<file path="src/hbs_fifo.sv">
// Small register queue; the writer guarantees room by credits.
module hbs_fifo #(
	parameter int WIDTH = 8,
	parameter int DEPTH = 4
) (
	input  logic             clk,
	input  logic             arst_n,
	input  logic             push,
	input  logic [WIDTH-1:0] wr_data,
	input  logic             pop,
	output logic [WIDTH-1:0] rd_data,
	output logic             empty
);

	localparam int PW = (DEPTH > 1) ? $clog2(DEPTH) : 1;
	localparam int CNTW = $clog2(DEPTH + 1);

	logic [WIDTH-1:0] mem_q [DEPTH];
	logic [PW-1:0]    wr_ptr_q;
	logic [PW-1:0]    rd_ptr_q;
	logic [CNTW-1:0]  count_q;
	logic             do_pop;

	assign empty   = (count_q == '0);
	assign do_pop  = pop && !empty;
	assign rd_data = mem_q[rd_ptr_q];

	always_ff @(posedge clk or negedge arst_n) begin
		if (!arst_n) begin
			wr_ptr_q <= '0;
			rd_ptr_q <= '0;
			count_q  <= '0;
		end else begin
			if (push) begin
				wr_ptr_q <= (32'(wr_ptr_q) == DEPTH - 1) ? '0 : wr_ptr_q + 1'b1;
			end
			if (do_pop) begin
				rd_ptr_q <= (32'(rd_ptr_q) == DEPTH - 1) ? '0 : rd_ptr_q + 1'b1;
			end
			if (push && !do_pop) begin
				count_q <= count_q + 1'b1;
			end else if (!push && do_pop) begin
				count_q <= count_q - 1'b1;
			end
		end
	end

	always_ff @(posedge clk) begin
		if (push) begin
			mem_q[wr_ptr_q] <= wr_data;
		end
	end

endmodule

</file>
<file path="config.mk">
export PLATFORM = sky130hd
export DESIGN_NAME = hbs_fifo
export DESIGN_NICKNAME = d
export VERILOG_FILES = /design/src/hbs_fifo.sv
export SDC_FILE = /design/constraint.sdc
export NUM_CORES = 1
export LEC_CHECK = 0
export BUFFER_PORTS_ARGS = -buffer_cell sky130_fd_sc_hd__buf_4
export CAP_MARGIN = 20
export CELL_PAD_IN_SITES_DETAIL_PLACEMENT = 0
export CELL_PAD_IN_SITES_GLOBAL_PLACEMENT = 2
export CORE_MARGIN = 2
export CORE_UTILIZATION = 45
export DETAILED_ROUTE_END_ITERATION = 10
export GPL_ROUTABILITY_DRIVEN = 1
export PLACE_DENSITY = 0.83
export SLEW_MARGIN = 15
export SYNTH_ARGS = -nofsm -noshare
export SYNTH_HDL_FRONTEND = slang
export SYNTH_SLANG_ARGS = --single-unit
</file>
<file path="constraint.sdc">
create_clock -name clk -period 2.7 [get_ports clk]
set_input_delay 0.27 -clock clk [delete_from_list [all_inputs] [get_ports clk]]
set_output_delay 0.27 -clock clk [all_outputs]
set_load 0.1 [all_outputs]
</file>
==> impl_metrics.py <==
metrics = {
    "placement": {
        "hpwlAfterDp_um": 1630,
        "placed_cell_area_um2": 1780,
        "place.gp.congestion": 0.645,
        "io_buffers": 20,
    },
    "setup_path": {
        "reg2regPathDepth": 8,
        "path_max_fanout": 11,
        "cp.arrival_ns": 1.91,
        "end_kind": "output port",
        "critPathLaunch": "rd_ptr_q[0]$_DFFE_PN0P_",
        "start_kind": "register",
        "r2r_start": "count_q[0]$_DFFE_PN0P_",
        "r2r_slack_ns": 0.75,
        "crit_type": "reg2out",
        "r2r-end": "count_q[2]$_DFFE_PN0P_",
        "cp_data_required_time_ns": 2.43,
    },
    "drt": {
        "vias": 766,
        "first_pass_iters": 4,
        "wl_per_cell_um": 15.7,
        "final_antenna_net_count": 0,
        "drcViolationCount": 0,
        "vias_per_cell": 5.07,
        "drt_wl_total_um": 2380,
        "first_iter_violations": 23,
    },
    "run_status": {
        "status": "finished, final reports clean",
    },
    "floorplanning": {
        "die_h_um": 63.3,
        "core_um2": 3360,
        "die_w_um": 63.3,
        "start_util": 0.471,
        "fp.dieArea_um2": 4010,
        "io_pins": 21,
        "num_rows": 21,
    },
    "hold_path": {
        "hp-class": "in2reg",
        "hold_depth": 1,
        "hold_start": "wr_data[4]",
        "hold_end": "mem_q[0][4]$_DFFE_PP_",
    },
    "layout": {
        "multiInputGateArea_um2": 427,
        "fin_area_um2": 1870,
        "seq_area_um2": 1140,
        "diodes": 0,
        "syn_to_final_growth_pct": 18.2,
        "fillers": 297,
        "layout.nets": 123,
        "drive_above_1_share": 0.390,
    },
    "synth": {
        "synthTopCellsByArea": "edfxtp_1, mux4_2, dfrtp_1",
        "synth_cell_types": 18,
        "synth_warnings": 0,
        "synth_ff_type": "edfxtp_1",
        "ys_ff_latch": 39,
        "async_flop_share": 0.179,
        "yosys-top-cells-count": "edfxtp_1, mux4_2, dfrtp_1",
        "post_synth.cell_area_avg_um2": 20.3,
        "synthCells": 78,
        "yosys.area.top_type": "edfxtp_1",
        "syn-num-nets": 97,
        "yosysMostFrequentCell": "edfxtp_1",
        "yosysSeqAreaShare": 0.717,
        "synth_edf_count": 32,
        "yosysTopAreaCellShare": 0.607,
        "synth_area_um2": 1580,
    },
    "clock_network": {
        "cts.reportedPaths.clkPinSlew_ns": 0.12,
        "cts_max_path_buffers": 2,
        "h-tree-depth": 2,
        "cts_tree": "built",
        "cts-root-buf": "clkbuf_4",
        "numCtsBuffers": 5,
        "clkLatencyLatePin_ns": 0.35,
        "cts_sinks": 39,
    },
    "timing": {
        "period_needed_ns": 2.18,
        "fin_worst_hold_slack_ns": 0.117,
        "fmax_mhz": 458,
        "tightestPinTransition_ns": 0.602,
        "min_period_over_period": 0.808,
        "setup_viol": 0,
        "final.setup.tns_ns": 0,
        "max_slew_margin": 0.599,
        "fin_worst_skew_ns": 0.0102,
        "hold_viol_final": 0,
        "rsz0062_at_grt": "no",
        "report.final.slew_viol_count": 0,
    },
    "global_route": {
        "grt_overflow": 0,
        "grt_pass1_vias": 821,
        "track_usage": 0.143,
        "grt_max_degree": 14,
        "antenna_found_initial": 0,
        "use_met3": 0.0518,
        "grt_pass1_wl_um": 4120,
        "grt_use_met2": 0.226,
        "grt-busiest-layer": "met2",
        "grt_util_met1": 0.180,
    },
    "run": {
        "drv_cap": 0,
    },
}
per-stage QoR:
stage	util	setup WS [ns]	instances
after floorplan	-	0.0762	78
after global placement	0.530	0.835	142
after detailed placement	0.530	0.707	142
after CTS	0.557	0.421	151
after global routing	0.557	0.342	151
final	0.557	0.518	151
cell usage in the layout, fill, tap and decap left out, types with 2 or more instances in the layout:
master / count
buf_4: 20
edfxtp_1: 32
ha_1: 6
and2_1: 4
nor2_1: 3
inv_1: 3
xor2_1: 2
mux4_2: 8
dfrtp_1: 7
nand2_1: 2
o21ai_0: 2
clkbuf_4: 5
mux2_4: 2
cell families after synthesis:
group	Yosys count	synth area share
DFF	39	0.717
muxes	11	0.140
and+or+nand+nor	11	0.0427
adders and majority gates	7	0.0600
buffers and inverters	5	0.0174
xor gates and xnor gates	3	0.0166
AOI/OAI and AO/OA	2	0.00632
layout make-up:
type,count,share of cell area
tap,46,0.0307
multi-input combinational,34,0.228
sequential,39,0.607
timing repair buffer,21,0.0855
clock inverter,3,0.0234
clock buffer,5,0.0200
inverter,3,0.00601
registers in the layout (all words and copies together) (netlist names):
name and count:
wr_ptr_q 2, mem_q 32, rd_ptr_q 2, count_q 3
what timing repair did:
item / 4_1_cts / 5_1_grt
resized for setup: 0 / 0
hold endpoints to repair: 7 / 0
setup endpoints to repair: 0 / 0
buffers inserted: 0 / 0
hold buffers: 1 / 0
critical path: stages, from the launching register on:
cell	delay (ns)
dfrtp_1	0.74
mux4_2	0.58
buf_4	0.25
worst max-delay path by stage:
| stage | to | slack, ns | cells after the start |
|---|---|---|---|
| 5_1_grt | rd_data[1] | 0.34 | 2 |
| 3_3_place_gp | count_q[2]$_DFFE_PN0P_ | 0.84 | 8 |
| 3_5_place_dp | count_q[2]$_DFFE_PN0P_ | 0.71 | 8 |
| 6_report | rd_data[2] | 0.52 | 2 |
| 2_1_floorplan | count_q[2]$_DFFE_PN0P_ | 0.08 | 8 |
| 4_1_cts | rd_data[2] | 0.42 | 2 |
per-layer routing:
layer | part of all wire | wire (µm)
met5 | 0 | 0
met4 | 0.019 | 45
met3 | 0.045 | 106
met2 | 0.51 | 1220
met1 | 0.42 | 1000
Power is not shown: default switching activity piles up to over one toggle a cycle in this logic, so the estimate is an artifact.
