==> src/hbs_pkg.sv <==
// Shared types and constants of the heightmap bilinear sampler.
package hbs_pkg;

	localparam int DIM_W    = 9;
	localparam int COORD_W  = 17;
	localparam int FRAC_W   = 16;
	localparam int SAMPLE_W = 16;
	localparam int SCALE_W  = 16;
	localparam int HV_W     = 24;

	localparam int MID_DEPTH = 4;
	localparam int OUT_DEPTH = 8;

	localparam logic FUNC_WRITE  = 1'b0;
	localparam logic FUNC_SAMPLE = 1'b1;

	localparam logic signed [HV_W:0] HV_MAX = 25'sd8388607;
	localparam logic signed [HV_W:0] HV_MIN = -25'sd8388608;

	typedef enum logic [1:0] {
		OP_NOP,
		OP_WRITE,
		OP_SAMPLE
	} op_t;

	typedef enum logic [1:0] {
		REG_MAP_WIDTH,
		REG_MAP_HEIGHT,
		REG_HEIGHT_SCALE,
		REG_HEIGHT_OFFSET
	} cfg_reg_t;

	typedef struct packed {
		logic                func;
		logic [7:0]          col;
		logic [7:0]          row;
		logic [SAMPLE_W-1:0] sample;
		logic [COORD_W-1:0]  u;
		logic [COORD_W-1:0]  v;
	} in_item_t;

	typedef struct packed {
		logic signed [HV_W-1:0] height_value;
		logic                   saturated;
	} out_item_t;

	typedef struct packed {
		op_t                 op;
		logic [DIM_W-1:0]    xa;
		logic [DIM_W-1:0]    xb;
		logic [DIM_W-1:0]    ya;
		logic [DIM_W-1:0]    yb;
		logic [FRAC_W-1:0]   fx;
		logic [FRAC_W-1:0]   fy;
		logic [SAMPLE_W-1:0] sample;
	} cmd_t;

endpackage

==> src/hbs_front.sv <==
// Front end: accepts items, scales coordinates, clamps cells and classifies commands.
module hbs_front import hbs_pkg::*; #(
	parameter int MAX_COLS = 256,
	parameter int MAX_ROWS = 256
) (
	input  logic             clk,
	input  logic             arst_n,
	input  logic             push,
	output logic             full,
	input  in_item_t         in_item,
	input  logic [DIM_W-1:0] map_width,
	input  logic [DIM_W-1:0] map_height,
	input  logic             issue,
	output logic             cmd_valid,
	output cmd_t             cmd
);

	localparam int COL_CAP = (MAX_COLS > 511) ? 511 : MAX_COLS;
	localparam int ROW_CAP = (MAX_ROWS > 511) ? 511 : MAX_ROWS;
	localparam int SCW = COORD_W + DIM_W;
	localparam int OCCW = $clog2(MID_DEPTH + 1);

	logic [DIM_W-1:0] w_eff;
	logic [DIM_W-1:0] h_eff;
	logic [DIM_W-1:0] wm1;
	logic [DIM_W-1:0] hm1;
	logic             accept;
	logic [OCCW-1:0]  occ_q;

	logic             v_s1;
	in_item_t         item_s1;
	logic [SCW-1:0]   xs;
	logic [SCW-1:0]   ys;

	logic             v_s2;
	logic             func_s2;
	logic [7:0]       col_s2;
	logic [7:0]       row_s2;
	logic [15:0]      sample_s2;
	logic [SCW-1:0]   xs_s2;
	logic [SCW-1:0]   ys_s2;

	logic [DIM_W:0]   xc;
	logic [DIM_W:0]   yc;
	logic [DIM_W-1:0] xa;
	logic [DIM_W-1:0] ya;
	logic [DIM_W:0]   xa1;
	logic [DIM_W:0]   ya1;

	always_comb begin
		if (map_width == '0) begin
			w_eff = DIM_W'(1);
		end else if (32'(map_width) > COL_CAP) begin
			w_eff = DIM_W'(COL_CAP);
		end else begin
			w_eff = map_width;
		end
		if (map_height == '0) begin
			h_eff = DIM_W'(1);
		end else if (32'(map_height) > ROW_CAP) begin
			h_eff = DIM_W'(ROW_CAP);
		end else begin
			h_eff = map_height;
		end
		wm1 = w_eff - 1'b1;
		hm1 = h_eff - 1'b1;
	end

	assign full   = (32'(occ_q) == MID_DEPTH);
	assign accept = push && !full;

	always_ff @(posedge clk or negedge arst_n) begin
		if (!arst_n) begin
			occ_q <= '0;
			v_s1  <= 1'b0;
			v_s2  <= 1'b0;
		end else begin
			if (accept && !issue) begin
				occ_q <= occ_q + 1'b1;
			end else if (!accept && issue) begin
				occ_q <= occ_q - 1'b1;
			end
			v_s1 <= accept;
			v_s2 <= v_s1;
		end
	end

	assign xs = SCW'(item_s1.u) * SCW'(wm1);
	assign ys = SCW'(item_s1.v) * SCW'(hm1);

	always_ff @(posedge clk) begin
		if (accept) begin
			item_s1 <= in_item;
		end
		func_s2   <= item_s1.func;
		col_s2    <= item_s1.col;
		row_s2    <= item_s1.row;
		sample_s2 <= item_s1.sample;
		xs_s2     <= xs;
		ys_s2     <= ys;
	end

	always_comb begin
		xc  = xs_s2[SCW-1:FRAC_W];
		yc  = ys_s2[SCW-1:FRAC_W];
		xa  = (xc > {1'b0, wm1}) ? wm1 : xc[DIM_W-1:0];
		ya  = (yc > {1'b0, hm1}) ? hm1 : yc[DIM_W-1:0];
		xa1 = {1'b0, xa} + 1'b1;
		ya1 = {1'b0, ya} + 1'b1;

		cmd        = '0;
		cmd.sample = sample_s2;
		if (func_s2 == FUNC_SAMPLE) begin
			cmd.op = OP_SAMPLE;
			cmd.xa = xa;
			cmd.ya = ya;
			cmd.xb = (xa1 > {1'b0, wm1}) ? wm1 : xa1[DIM_W-1:0];
			cmd.yb = (ya1 > {1'b0, hm1}) ? hm1 : ya1[DIM_W-1:0];
			cmd.fx = xs_s2[FRAC_W-1:0];
			cmd.fy = ys_s2[FRAC_W-1:0];
		end else begin
			// drop writes that fall outside the storage
			cmd.op = (32'(col_s2) < MAX_COLS && 32'(row_s2) < MAX_ROWS) ? OP_WRITE : OP_NOP;
			cmd.xa = DIM_W'(col_s2);
			cmd.xb = DIM_W'(col_s2);
			cmd.ya = DIM_W'(row_s2);
			cmd.yb = DIM_W'(row_s2);
		end
	end

	assign cmd_valid = v_s2;

endmodule

==> config.mk <==
export PLATFORM = sky130hd
export DESIGN_NAME = hbs_front
export DESIGN_NICKNAME = d
export VERILOG_FILES = /design/src/hbs_pkg.sv /design/src/hbs_front.sv
export SDC_FILE = /design/constraint.sdc
export NUM_CORES = 1
export LEC_CHECK = 0
export BUFFER_PORTS_ARGS = -buffer_cell sky130_fd_sc_hd__buf_2
export CORE_AREA = 4 4 207 209
export CTS_CLUSTER_SIZE = 10
export DETAILED_ROUTE_END_ITERATION = 6
export DIE_AREA = 0 0 211 213
export GPL_TIMING_DRIVEN = 0
export PLACE_DENSITY = 0.64
export SLEW_MARGIN = 10
export SYNTH_ARGS = -nofsm -noshare
export SYNTH_HDL_FRONTEND = slang
export SYNTH_SLANG_ARGS = --single-unit
export TNS_END_PERCENT = 100
==> constraint.sdc <==
create_clock -name clk -period 7.58 [get_ports clk]
set_clock_uncertainty 0.15 [all_clocks]
set_input_delay 0.379 -clock clk [delete_from_list [all_inputs] [get_ports clk]]
set_output_delay 0.379 -clock clk [all_outputs]
set_load 0.01 [all_outputs]
==> flow_summary.toml <==
[outcome]
status = "finished clean"

[logic_synthesis]
syn_area_per_cell_um2 = 9.40
yosysWarnings = 0
synthSimpleGateAreaFrac_pct = 18.2
synthMuxAreaShare_pct = 1.68
async_flop_share_pct = 3.18
synth_common_cells = "inv_1, fa_1, and2_1"
synth_most_common_cell = "inv_1"
syn-instance-count = 1731
synth_nets = 2166
synthAdderAreaFrac_pct = 36.4
syn_area_mm2 = 0.0163
synth_area_leader_cell = "fa_1"
synth_top_family_by_area = "adder cells"
synth-compound-area-share_pct = 8.12
seq_area_frac_synth_pct = 23.6
yosysUniqueCellTypes = 83
synth_edf_count = 67
ys.flop_type = "dfxtp_1"
yosysTopAreaCellShare_pct = 26.2
synthXorXnorAreaFrac_pct = 3.22
ys_ff_latch = 157
ys_top_cells_by_area = "fa_1, edfxtp_1, dfxtp_1"

[setup_path]
crit_slowest_cell = "or4_4"
max_stage_delay_ps = 570
required_ps = 7050
crit_path_start_kind = "input port"
critPathLaunch = "map_width[2]"
path_common_cell = "nand2_1"
cp.arrival_ps = 6790
r2r_start = "item_s1[19]"
worstSetupPathType = "in -> out"
worstSetupEndpointType = "output port"
crit_fanout = 10

[routing]
ant_nets = 0
wire_per_inst_um = 17.3
via_per_inst = 5.03
vias = 12900
wl_um = 44300
drt-pass1-iter-count = 5
drc = 0
drtIter0Drc = 708

[timing]
worst_slew_pin_slew_ps = 750
period_needed_ps = 7320
post-route-period-util_pct = 96.6
hold_viol = 0
slew_violations = 0
max_slew_margin_pct = 50.0
fmax_mhz = 137
setup_violations = 0

[global_route]
grt_pass1_wl_um = 71000
grt_max_degree = 29
grt_usage_pct = 20.3
grt_overflow = 0
grt_antenna_before_repair = 1
grt_pass1_vias = 13700

[place]
port_buffers = 175
place.gp.congestion = 0.893
dp_hpwl_um = 34400

[cts]
clockBufferDepth = 2
cts_buffers = 17
clk_pin_slew_ps = 80
clk_latency_ps = 480
cts_max_level = 4
cts_tree = "yes"
cts_root_buf = "clkbuf_16"
cts.sinks = 157

[die]
rows = 74
initial_utilization_pct = 39.9
coreArea_mm2 = 0.0408
die_x_um = 211
die-area_mm2 = 0.0449
die_h_um = 213
ios = 177

[flow_run]
drv_cap = 0

[cells_and_area]
nets = 2446
post_route_cells_drive_above_1_share_pct = 15.4
final_util_pct = 48.1
area_delta_synth_final_pct = 20.6

[worst_hold_path]
hp-class = "in -> async"
[cell usage in the layout (no fill, tap or decap), types with 27 or more instances in the layout]
cell type	n
inv_1	311
and2_1	205
fa_1	213
nor2_1	51
a21oi_1	56
dlygate4sd3_1	68
xnor2_1	45
dfxtp_1	85
clkbuf_1	29
o21ai_0	37
ha_1	129
nand2_1	188
buf_2	176
edfxtp_1	67
nand3_1	27
[sequential cells by signal (all words and copies together) (netlist names)]
register	flops
sample_s2	16
col_s2	8
occ_q	3
xs_s2	26
cmd_valid	1
ys_s2	26
v_s1	1
func_s2	1
item_s1	67
row_s2	8
[timing repair]
action / in CTS / in global routing
endpoints found under the setup margin: 39 / 32
hold endpoints to repair: 72 / 0
resized for setup: 58 / 37
hold buffers: 68 / 0
setup buffers: 9 / 12
pin swaps: 5 / 14
[kinds of logic (layout without fill, tap and decap cells)]
logic type                 count (synthesis)  in the layout
adders and majority gates                346            346
DFF                                      157            157
muxes                                     25             25
and+or+nand+nor                          571            571
AOI/OAI and AO/OA                        197            197
other                                      0              1
buffers and inverters                    376            669
xor gates and xnor gates                  59             59
[layer usage]
layer	share of wire [%]	wire, µm	track usage (%)
met3	5.9	2610	4.29
met5	0.025	11	0
met1	46	20200	27.2
met2	46	20300	32.8
met4	2.6	1170	6.93
[critical path, delay by kind of cell]
kind	cells	cell delay, ps
xor+xnor	1	220
buf+inv	7	1430
simple gates	9	1840
mux	3	910
compound gates	7	1280
fa+ha+maj	3	730
[worst paths after layout]
check	end	slack (ps)	cells past startpoint
worst max-delay path	cmd[67]	260	30
worst min-delay path	v_s1	100	2
worst max register to register	xs_s2[24]	2070	20
worst min register to register	col_s2[6]	190	0
max in group asynchronous	occ_q[2]	7050	2
min in group clk	occ_q[0]	190	4
[stage by stage]
step | instance area [µm²] | setup WS (ps) | cells | hold slack [ps] | TNS (ps)
after CTS | 19400 | 6.41 | 2548 | 41.2 | 0
final | 19600 | 259 | 2557 | 97.6 | 0
after global placement | 17800 | -2060 | 2438 | 44.7 | -50550
after detailed placement | 17900 | -2170 | 2440 | 48.0 | -56390
after global routing | 19600 | -18.0 | 2556 | 71.9 | -24.0
after floorplan | 16300 | 79.1 | 1731 | -66.6 | 0
[cell type report]
cell class,count,area (µm²)
plain buffers,53,312
clock buffers,18,429
diodes,1,2.50
well taps,532,666
inverters,318,1190
repair buffers,266,1750
fillers,3766,21200
multi-input cells,1198,11300
clock inverters,14,169
flip-flops and latches,157,3840
Power is left out: the tool's default activity adds up to more than one toggle a clock period on the data nets, which glitch-free logic cannot reach.
